**config.mk**
```make
export PLATFORM = sky130hd
export DESIGN_NAME = motor_command_frame_parser_top
export DESIGN_NICKNAME = d
export VERILOG_FILES = /design/src/design/mcfp_pkg.sv /design/src/design/motor_command_frame_parser_top.sv /design/src/design/mcfp_parse.sv
export SDC_FILE = /design/constraint.sdc
export NUM_CORES = 1
export LEC_CHECK = 0
export BUFFER_PORTS_ARGS = -buffer_cell sky130_fd_sc_hd__buf_2
export CAP_MARGIN = 20
export CORE_ASPECT_RATIO = 1.5
export CORE_UTILIZATION = 60
export CTS_CLUSTER_DIAMETER = 200
export DETAILED_ROUTE_END_ITERATION = 10
export PLACE_DENSITY = 0.86
export SYNTH_ARGS = -nofsm -noshare
export SYNTH_HDL_FRONTEND = slang
export SYNTH_SLANG_ARGS = --single-unit
export TNS_END_PERCENT = 50
```
**constraint.sdc**
```tcl
create_clock -name clk -period 22.9 [get_ports clk]
set_clock_uncertainty 0.2 [all_clocks]
set_input_delay 2.29 -clock clk [delete_from_list [all_inputs] [get_ports clk]]
set_output_delay 2.29 -clock clk [all_outputs]
set_load 0.03 [all_outputs]
```
**src/design/mcfp_pkg.sv**
```systemverilog
// shared types and constants for the motor command frame parser
package mcfp_pkg;

	localparam int unsigned ByteW = 8;
	localparam int unsigned WordW = 16;

	localparam logic [ByteW-1:0] HEADER_BYTE = 8'h7e;
	localparam logic [ByteW-1:0] TAIL_BYTE   = 8'hee;
	localparam logic [WordW-1:0] MIN_LENGTH  = 16'd7;
	localparam logic [WordW-1:0] DUTY_LIMIT_RESET = 16'd2000;

	// body byte positions, position zero is frame offset three
	localparam logic [WordW-1:0] POS_DIR0    = 16'd0;
	localparam logic [WordW-1:0] POS_DUTY0_H = 16'd1;
	localparam logic [WordW-1:0] POS_DUTY0_L = 16'd2;
	localparam logic [WordW-1:0] POS_DIR1    = 16'd3;
	localparam logic [WordW-1:0] POS_DUTY1_H = 16'd4;
	localparam logic [WordW-1:0] POS_DUTY1_L = 16'd5;

	typedef enum logic [3:0] {
		PH_IDLE   = 4'b0001,
		PH_LEN_HI = 4'b0010,
		PH_LEN_LO = 4'b0100,
		PH_BODY   = 4'b1000
	} phase_t;

	typedef struct packed {
		logic             frame_ok;
		logic [WordW-1:0] compare_one;
		logic [WordW-1:0] compare_two;
		logic [WordW-1:0] compare_three;
		logic [WordW-1:0] compare_four;
	} result_t;

endpackage

```
**src/design/motor_command_frame_parser_top.sv**
```systemverilog
// top level of the motor command frame parser: input stage, parser, result buffer
//
// channel   direction  handshake                 payload
// in        input      in_valid / in_ready       rx_byte
// out       output     out_valid / out_ready     frame_ok, compare_one .. compare_four
// cfg       input      cfg_valid / cfg_ready     cfg_data (duty_limit)
//
// one byte per cycle sustained while the input is not stalled; a byte is registered in
// the input stage, and its result is written into the result buffer as it leaves that stage
// a two-entry result buffer (output register plus skid) lets bytes keep flowing
// while a result waits; input stalls only once both entries are full
// reset clears the parser to idle, compares to zero and duty_limit to 2000
// cfg_ready is always high, the register is written the same edge
module motor_command_frame_parser_top (
	input  logic                        clk,
	input  logic                        arst_n,
	input  logic                        in_valid,
	output logic                        in_ready,
	input  logic [mcfp_pkg::ByteW-1:0]  rx_byte,
	output logic                        out_valid,
	input  logic                        out_ready,
	output logic                        frame_ok,
	output logic [mcfp_pkg::WordW-1:0]  compare_one,
	output logic [mcfp_pkg::WordW-1:0]  compare_two,
	output logic [mcfp_pkg::WordW-1:0]  compare_three,
	output logic [mcfp_pkg::WordW-1:0]  compare_four,
	input  logic                        cfg_valid,
	output logic                        cfg_ready,
	input  logic [mcfp_pkg::WordW-1:0]  cfg_data
);
	import mcfp_pkg::*;

	// configuration register
	logic [WordW-1:0] duty_limit_q;

	// input stage
	logic             valid_s1;
	logic [ByteW-1:0] byte_s1;
	logic             s1_fire;

	// parser result for the byte in the input stage
	logic    emit;
	result_t res;
	logic    push;

	// result buffer
	logic    out_valid_q, skid_valid_q;
	result_t out_q, skid_q;
	logic    pop;

	assign cfg_ready = 1'b1;

	always_ff @(posedge clk or negedge arst_n) begin
		if (!arst_n) begin
			duty_limit_q <= DUTY_LIMIT_RESET;
		end else if (cfg_valid && cfg_ready) begin
			duty_limit_q <= cfg_data;
		end
	end

	// the stage moves on whenever the skid entry is free, so a result always has room
	assign s1_fire  = valid_s1 && !skid_valid_q;
	assign in_ready = !valid_s1 || s1_fire;

	always_ff @(posedge clk or negedge arst_n) begin
		if (!arst_n) begin
			valid_s1 <= 1'b0;
		end else if (in_ready) begin
			valid_s1 <= in_valid;
		end
	end

	always_ff @(posedge clk) begin
		if (in_valid && in_ready) begin
			byte_s1 <= rx_byte;
		end
	end

	mcfp_parse u_parse (
		.clk        (clk),
		.arst_n     (arst_n),
		.en         (s1_fire),
		.rx_byte    (byte_s1),
		.duty_limit (duty_limit_q),
		.emit       (emit),
		.res        (res)
	);

	assign push = s1_fire && emit;
	assign pop  = out_valid_q && out_ready;

	// result buffer: skid fills only while the output register is held
	always_ff @(posedge clk or negedge arst_n) begin
		if (!arst_n) begin
			out_valid_q  <= 1'b0;
			skid_valid_q <= 1'b0;
		end else begin
			if (pop) begin
				if (skid_valid_q) begin
					skid_valid_q <= 1'b0;
				end else begin
					out_valid_q <= push;
				end
			end else if (!out_valid_q) begin
				out_valid_q <= push;
			end else if (push) begin
				skid_valid_q <= 1'b1;
			end
		end
	end

	always_ff @(posedge clk) begin
		if (pop && skid_valid_q) begin
			out_q <= skid_q;
		end else if ((pop || !out_valid_q) && push) begin
			out_q <= res;
		end
		if (push && out_valid_q && !pop) begin
			skid_q <= res;
		end
	end

	assign out_valid     = out_valid_q;
	assign frame_ok      = out_q.frame_ok;
	assign compare_one   = out_q.compare_one;
	assign compare_two   = out_q.compare_two;
	assign compare_three = out_q.compare_three;
	assign compare_four  = out_q.compare_four;

	// skid entry is only used behind a full output register
	assert property (@(posedge clk) disable iff (!arst_n)
		skid_valid_q |-> out_valid_q)
		else $error("skid entry valid with empty output register");

	// input stalls only with a byte waiting and both result entries full
	assert property (@(posedge clk) disable iff (!arst_n)
		!in_ready |-> (valid_s1 && skid_valid_q && out_valid_q))
		else $error("input stalled without a full result buffer");

	// an applied frame drives at most one side of each bridge
	assert property (@(posedge clk) disable iff (!arst_n)
		(out_valid && frame_ok) |->
			((compare_one == '0 || compare_three == '0) &&
			 (compare_two == '0 || compare_four == '0)))
		else $error("both sides of a bridge driven");

	// a buffered result waits while the output is held
	assert property (@(posedge clk) disable iff (!arst_n)
		(out_valid_q && !out_ready) |=> (out_valid_q && $stable(out_q)))
		else $error("held result changed");

endmodule

```
**src/design/mcfp_parse.sv**
```systemverilog
// frame parser state machine and compare mapping, one byte per enabled cycle
module mcfp_parse (
	input  logic                        clk,
	input  logic                        arst_n,
	input  logic                        en,
	input  logic [mcfp_pkg::ByteW-1:0]  rx_byte,
	input  logic [mcfp_pkg::WordW-1:0]  duty_limit,
	output logic                        emit,
	output mcfp_pkg::result_t           res
);
	import mcfp_pkg::*;

	phase_t           phase_q, phase_d;
	logic [WordW-1:0] pos_q, pos_d;
	logic [WordW-1:0] len_q, len_d;
	logic [1:0]       dir_q, dir_d;
	logic [WordW-1:0] duty0_q, duty0_d, duty1_q, duty1_d;
	logic [WordW-1:0] cmp_q [4];
	logic [WordW-1:0] cmp_d [4];
	logic             ok;
	logic             apply;
	logic [WordW-1:0] full_len;

	assign full_len = {len_q[WordW-1:ByteW], rx_byte};

	always_comb begin
		phase_d = phase_q;
		pos_d   = pos_q;
		len_d   = len_q;
		dir_d   = dir_q;
		duty0_d = duty0_q;
		duty1_d = duty1_q;
		emit    = 1'b0;
		ok      = 1'b0;
		apply   = 1'b0;
		unique case (phase_q)
			PH_IDLE: begin
				if (rx_byte == HEADER_BYTE) begin
					phase_d = PH_LEN_HI;
					pos_d   = '0;
				end
			end
			PH_LEN_HI: begin
				len_d   = {rx_byte, {ByteW{1'b0}}};
				phase_d = PH_LEN_LO;
			end
			PH_LEN_LO: begin
				len_d = full_len;
				pos_d = '0;
				if (full_len < MIN_LENGTH) begin
					emit    = 1'b1;
					phase_d = PH_IDLE;
				end else begin
					phase_d = PH_BODY;
				end
			end
			PH_BODY: begin
				case (pos_q)
					POS_DIR0:    dir_d[0] = (rx_byte != '0);
					POS_DUTY0_H: duty0_d  = {rx_byte, {ByteW{1'b0}}};
					POS_DUTY0_L: duty0_d  = {duty0_q[WordW-1:ByteW], rx_byte};
					POS_DIR1:    dir_d[1] = (rx_byte != '0);
					POS_DUTY1_H: duty1_d  = {rx_byte, {ByteW{1'b0}}};
					POS_DUTY1_L: duty1_d  = {duty1_q[WordW-1:ByteW], rx_byte};
					default: ;
				endcase
				if (pos_q == len_q - 16'd1) begin
					emit    = 1'b1;
					phase_d = PH_IDLE;
					pos_d   = '0;
					ok      = (rx_byte == TAIL_BYTE) && (duty0_q <= duty_limit)
					          && (duty1_q <= duty_limit);
					apply   = ok;
				end else begin
					pos_d = pos_q + 16'd1;
				end
			end
			default: begin
				phase_d = PH_IDLE;
			end
		endcase
	end

	// direction selects which side of each bridge gets the duty
	always_comb begin
		cmp_d = cmp_q;
		if (apply) begin
			cmp_d[0] = dir_q[0] ? duty0_q : '0;
			cmp_d[2] = dir_q[0] ? '0 : duty0_q;
			cmp_d[1] = dir_q[1] ? '0 : duty1_q;
			cmp_d[3] = dir_q[1] ? duty1_q : '0;
		end
	end

	assign res.frame_ok      = ok;
	assign res.compare_one   = cmp_d[0];
	assign res.compare_two   = cmp_d[1];
	assign res.compare_three = cmp_d[2];
	assign res.compare_four  = cmp_d[3];

	always_ff @(posedge clk or negedge arst_n) begin
		if (!arst_n) begin
			phase_q <= PH_IDLE;
			pos_q   <= '0;
			len_q   <= '0;
			dir_q   <= '0;
			duty0_q <= '0;
			duty1_q <= '0;
			cmp_q   <= '{default: '0};
		end else if (en) begin
			phase_q <= phase_d;
			pos_q   <= pos_d;
			len_q   <= len_d;
			dir_q   <= dir_d;
			duty0_q <= duty0_d;
			duty1_q <= duty1_d;
			cmp_q   <= cmp_d;
		end
	end

endmodule
```
### Word level (Yosys, flattened, before mapping)

Index checks and enable logic that the tools add are counted.

| storage, ports and cells | value |
|---|---|
| output and inout bits | 68 |
| logic and storage cells | 116 |
| bits in registers | 291 |

| cells by class | value |
|---|---|
| $lt $le $gt $ge | 3 |
| equality and inequality tests | 15 |
| reduce and logical (&&, ||, !) cells | 36 |
| add/sub/neg operators | 2 |
| bitwise gates (word level) | 3 |
| mux-type cells | 28 |

Operators by type and width:

| cell | count |
|---|---|
| $mux W65 | 2 |
| $mux W16 | 6 |
| $pmux W16 S2 | 3 |
| $mux W64 | 1 |
| $pmux W16 S3 | 1 |
| $eq A16 B2 Y1 const B | 2 |
| $eq A16 B3 Y1 const B | 2 |
| $le A16 B16 Y1 | 2 |
| $reduce_and A3 Y1 | 7 |
| $add A16 B1 Y16 const B | 1 |
| $eq A16 B1 Y1 const B | 1 |
| $eq A16 B16 Y1 | 1 |
| $logic_not A16 Y1 | 1 |
| $lt A16 B3 Y1 const B | 1 |
| $pmux W4 S4 | 1 |
| $sub A16 B1 Y16 const B | 1 |
| $mux W4 | 3 |
| $reduce_bool A2 Y1 | 6 |
| $logic_and A1 B1 Y1 | 10 |
| $mux W1 | 10 |
| $eq A8 B7 Y1 const B | 1 |
| $eq A8 B8 Y1 const B | 1 |
| $reduce_and A4 Y1 | 2 |
| $reduce_bool A8 Y1 | 1 |
| other kinds (12) | 20 |

### Logic depth before layout (Yosys ltp)

| logic depth | value |
|---|---|
| depth after elaboration | 8 |
| depth in mapped cells | 12 |
| mapped depth without buffers | 9 |

### Modules after synthesis

From an unflattened synthesis, not the netlist that was laid out.

| unflattened totals | value |
|---|---|
| cell total of the unflattened synthesis | 1,000 |
| area total of the unflattened synthesis | 13,878.3 sq um |

Modules (own cells, without submodules):

| module | instances | area each (sq um) | cells an instance |
|---|---|---|---|
| mcfp_parse | 1 | 7,970.1 | 736 |
| motor_command_frame_parser_top | 1 | 5,908.2 | 264 |

### Least setup slack after synthesis

Ideal clock, no wire load.

| timing | value |
|---|---|
| kind | register -> register |
| from | register u_parse.len_q[3] |
| to | register out_q (netlist bit compare_four[0]), enable pin |
| data required time | 22.113 ns |
| path slack | 14.602 ns |
| stages on the path, launching flop included | 10 |
| data arrival time | 7.511 ns |
| path through | dfrtp_1 > or4_1 > buf_2 > o41a_1 > or4_1 > nor3_1 > or4b_1 > clkbuf_1 > nand2b_1 > a21boi_0 |

| on the way | value |
|---|---|
| longest elaborated chain between the ends | 7 |

RTL lines:

| element | RTL line | RTL |
|---|---|---|
| from (decl) | mcfp_parse.sv:15 | `logic [WordW-1:0] len_q, len_d;` |
| from (signal assigned) | mcfp_parse.sv:113 | `len_q <= len_d;` |
| $sub A16 B1 Y16 | mcfp_parse.sv:67 | `if (pos_q == len_q - 16'd1) begin` |
| $eq A16 B16 Y1 | mcfp_parse.sv:67 |  |
| $mux W1 | mcfp_parse.sv:67 |  |
| $pmux W1 S2 | mcfp_parse.sv:36 | `unique case (phase_q)` |
| $logic_and A1 B1 Y1 | motor_command_frame_parser_top.sv:89 | `assign push = s1_fire && emit;` |
| $logic_and A1 B1 Y1 | motor_command_frame_parser_top.sv:115 | `end else if ((pop \|\| !out_valid_q) && push) begin` |
| $reduce_bool A2 Y1 (no source line) | -- |  |
| to (signal assigned) | motor_command_frame_parser_top.sv:114 | `out_q <= skid_q;` |
| to (signal assigned) | motor_command_frame_parser_top.sv:116 | `out_q <= res;` |
| to (decl) | motor_command_frame_parser_top.sv:48 | `result_t out_q, skid_q;` |

Every way passes these cells.
A chain may end at the register's enable or synchronous reset.

### Worst setup path in the final report

| timing | value |
|---|---|
| from | register u_parse.duty0_q[15] |
| to | register u_parse.cmp_q[41] (netlist name) |

| on the way | value |
|---|---|
| longest elaborated chain between the ends | 6 |

RTL lines:

| element | RTL line | RTL |
|---|---|---|
| from (decl) | mcfp_parse.sv:17 | `logic [WordW-1:0] duty0_q, duty0_d, duty1_q, duty1_d;` |
| from (signal assigned) | mcfp_parse.sv:115 | `duty0_q <= duty0_d;` |
| $le A16 B16 Y1 | mcfp_parse.sv:71 | `ok = (rx_byte == TAIL_BYTE) && (duty0_q <= duty_limit)` |
| $logic_and A1 B1 Y1 | mcfp_parse.sv:71 |  |
| $logic_and A1 B1 Y1 | mcfp_parse.sv:72 | `&& (duty1_q <= duty_limit);` |
| $mux W1 | mcfp_parse.sv:67 |  |
| $mux W1 | mcfp_parse.sv:36 |  |
| $mux W64 | mcfp_parse.sv:87 | `if (apply) begin` |
| to (signal assigned) | mcfp_parse.sv:117 | `cmp_q <= cmp_d;` |
| to (decl) | mcfp_parse.sv:18 | `logic [WordW-1:0] cmp_q [4];` |

Every way passes these cells.

==> impl_metrics.ini <==
[synth]
synth-main-ff-cell = dfrtp_1
synth_cell_types = 64
synth_edf_count = 138
most_frequent_cell_after_synthesis = nand2_1
synth_fp_nets = 1405
synth.avg_cell_area_sq_um = 10.5
post_synth_inst_count = 1339
synth_top_area_share_pct = 29.4
synth_top_cells_by_count = nand2_1 (194), dfrtp_1 (146), edfxtp_1 (138), o21ai_0 (107), inv_1 (91)
ys_seq_elements = 291
synth_warnings = 0
ys_top_cells_by_area = edfxtp_1 (29%), dfrtp_1 (26%), nand2_1 (5.2%), mux2i_1 (4.7%), o21ai_0 (3.8%)
synth_async_sr_flop_share_pct = 52.6
syn-cell-area_sq_mm = 0.0141
yosysTopAreaCell = edfxtp_1
synth_sequential_area_ratio_pct = 56.7

[clock_tree]
cts.repair.resized = 0
clock_insertion_delay_worst_skew_ns = 0.53
clock_tree.root_cell = clkbuf_16
cts_hold_repair.buffers = 0
cts_setup_buffers = 0
cts_buffer_depth = 3
clkSinkCount = 291
tritoncts = done
cts_inserted_buffers = 27
clk_pin_slew_worst_paths_ns = 0.07
htree_num_levels = 1

[global_routing]
grt_start_max_net_pins = 132
grt_antenna_before_repair = 0
grt_pass1_wl_mm = 52.5
globalRoute.busiestLayer = met2
first_global_vias = 10100
grt.met2_usage_pct = 50.0
groute.layer.met1.usage_pct = 32.9
grt-ovfl-total = 0
grt.met3_usage_pct = 3.04
globalRouteTotalUtil_pct = 28.2

[power_and_ir_drop]
p_clk_share_pct = 37.2
power_density_mw_per_mm2 = 77.2
total_leakage_power_nw = 6.72
peak_supply_drop_mv = 0.0619
comb_power_share_pct = 13.2
power_switching_share_pct = 26.5
p_switching_mw = 0.319
p_int_mw = 0.886
seq_power_share_pct = 49.6
fin_total_pwr_mw = 1.21

[detailed_routing]
detail_route.wl_per_cell_um = 19.2
initialDrtViolationCount = 850
vias_per_cell = 5.90
drc_errors = 0
drt-total-wl_mm = 33.3
drt.antenna.violating_nets = 0
dr_total_vias = 10200
drtPass1Iterations = 5

[setup_path]
timing.critical_path.fanout_max = 130
timing.rr.start = u_parse.duty0_q[15]
critPathLaunch = u_parse.duty0_q[15]
regToRegEndpoint = u_parse.cmp_q[41]
timing.reg2reg.setup_slack_ns = 18.33
setup.worst_path.start_class = register
critical_path.endpoint_type = register
reg2reg_depth = 10
worst_ep_required_time_ns = 23.13
worst_ep_arrival_time_ns = 4.81
critical_path.endpoint = u_parse.cmp_q[41]
timing.setup.critical_path_class = reg -> reg

[final_layout]
nets = 1461
flow.area_growth_from_synthesis_pct = 10.9
layout.core_utilization_pct = 67.7
drive_gt1_share_pct = 13.0
n_fill_cell = 1718
insertedDiodeCount = 0

[run]
drv.max_cap_violation_count = 0

[min_path]
timing.hold.worst.class = reg -> reg

[die]
die_h_um = 190
floorplan.rows = 68
core-area_sq_mm = 0.0231
fp.dieArea_sq_mm = 0.0241
die_x_extent_um = 127
floorplan.io_pins = 97
initial_utilization_pct = 61.1

[timing]
unrepaired_setup_endpoints_after_global_routing = no
finalSetupTns_ns = 0
final.period_utilization_pct = 20.0
timing.final.crit_period_ns = 4.57
finalMaxSlewViolations = 0
max_slew_margin_pct = 24.8
final.hold.worst_slack_ns = 0.321
hold_viol_final = 0
number_of_setup_violations_in_the_final_report = 0
clock.fmax_mhz = 219
actual_transition_at_the_worst_max_transition_pin_ns = 1.13

[outcome]
run_status = complete, no violations

[placed_design]
place_congestion = 0.916
placement.io_buffers = 95
dp.final_hpwl_mm = 22.0
-- worst max-delay path, stage by stage, from the launching register on --
cell and delay [ns]:
dfrtp_1 0.52, ha_1 0.36, nand4_1 0.14, nor4_1 0.47, a21boi_0 0.22, or3b_2 0.14, a22o_2 0.13, buf_4 0.78
or3_4 0.26, buf_4 0.84, mux2i_1 0.30
-- power by group through the flow --
stage | Combinational (mW) | Sequential (mW) | Clock, mW
after floorplan | 0.125 | 0.588 | 0
after global placement | 0.157 | 0.606 | 0
after detailed placement | 0.158 | 0.607 | 0
after CTS | 0.159 | 0.596 | 0.451
after global routing | 0.174 | 0.600 | 0.471
final | 0.160 | 0.598 | 0.448
-- registers in the layout, summed over array words and instances, names as in the netlist --
| name | flops |
|---|---|
| u_parse.len_q | 16 |
| frame_ok | 1 |
| skid_q | 65 |
| compare_two | 16 |
| valid_s1 | 1 |
| duty_limit_q | 16 |
| compare_three | 16 |
| u_parse.dir_q | 2 |
| u_parse.duty1_q | 16 |
| u_parse.cmp_q | 64 |
| byte_s1 | 8 |
| u_parse.duty0_q | 16 |
| compare_four | 16 |
| u_parse.pos_q | 16 |
| u_parse.phase_q | 4 |
| out_valid | 1 |
| compare_one | 16 |
| skid_valid_q | 1 |
-- cells in the final DEF (no fill, tap or decap), drive strengths merged, types with 5 or more instances in the layout --
cell type	instances
mux2i	66
dfstp	7
mux2	18
edfxtp	138
o31ai	5
xnor2	16
nand2	194
dfrtp	146
xor2	14
nand3	9
or3	68
o21ai	108
and3	9
and2	5
a31oi	65
a22o	9
inv	92
nor2	90
ha	37
nor3	12
nand2b	45
buf	104
or4	7
nand4	9
nor2b	5
clkinv	9
a21oi	20
clkbuf	37
nor4	12
-- metal layers --
layer	vias up	part of all wire, %
met3	125	5.4
met4	0	6.5
met1	4885	37
li1	4823	-
met5	-	0
met2	371	51
-- worst min path at each step --
stage | from | end | cells after the start
6_report | u_parse.cmp_q[7] | u_parse.cmp_q[7] | 2
4_1_cts | u_parse.cmp_q[11] | u_parse.cmp_q[11] | 2
5_1_grt | u_parse.cmp_q[50] | u_parse.cmp_q[50] | 2
3_3_place_gp | u_parse.cmp_q[48] | u_parse.cmp_q[48] | 2
3_5_place_dp | u_parse.cmp_q[17] | u_parse.cmp_q[17] | 2
2_1_floorplan | u_parse.len_q[14] | u_parse.len_q[14] | 2
-- per-stage QoR --
step | std cells | setup slack, ns | area [sq um]
final | 1730 | 18.33 | 15600
after global routing | 1730 | 18.03 | 15600
after CTS | 1728 | 18.39 | 15600
after detailed placement | 1679 | 18.45 | 14700
after global placement | 1679 | 18.52 | 14700
after floorplan | 1339 | 14.60 | 14100
-- cell type report --
class                      instances  area (sq um)  share of cell area (%)
sequential                       291          7980                    51.1
multi-input combinational        879          5450                    34.9
clock buffer                      36           729                    4.67
timing repair buffer             105           577                    3.69
tap                              315           394                    2.52
inverter                          91           342                    2.19
clock inverter                    13           146                   0.937
-- kinds of logic (layout without fill, tap and decap cells) --
logic type,Yosys count,in the layout,synth area share (%)
AND/OR/NAND/NOR,484,484,16.7
other,1,1,0.0266
AO/OA/AOI/OAI,243,243,10.4
buffers and inverters,169,245,4.92
flip-flops,291,291,56.7
adder cells (fa/ha/maj),37,37,3.29
multiplexers,84,84,6.13
XOR/XNOR,30,30,1.87
(Power assumes the default switching activity.)
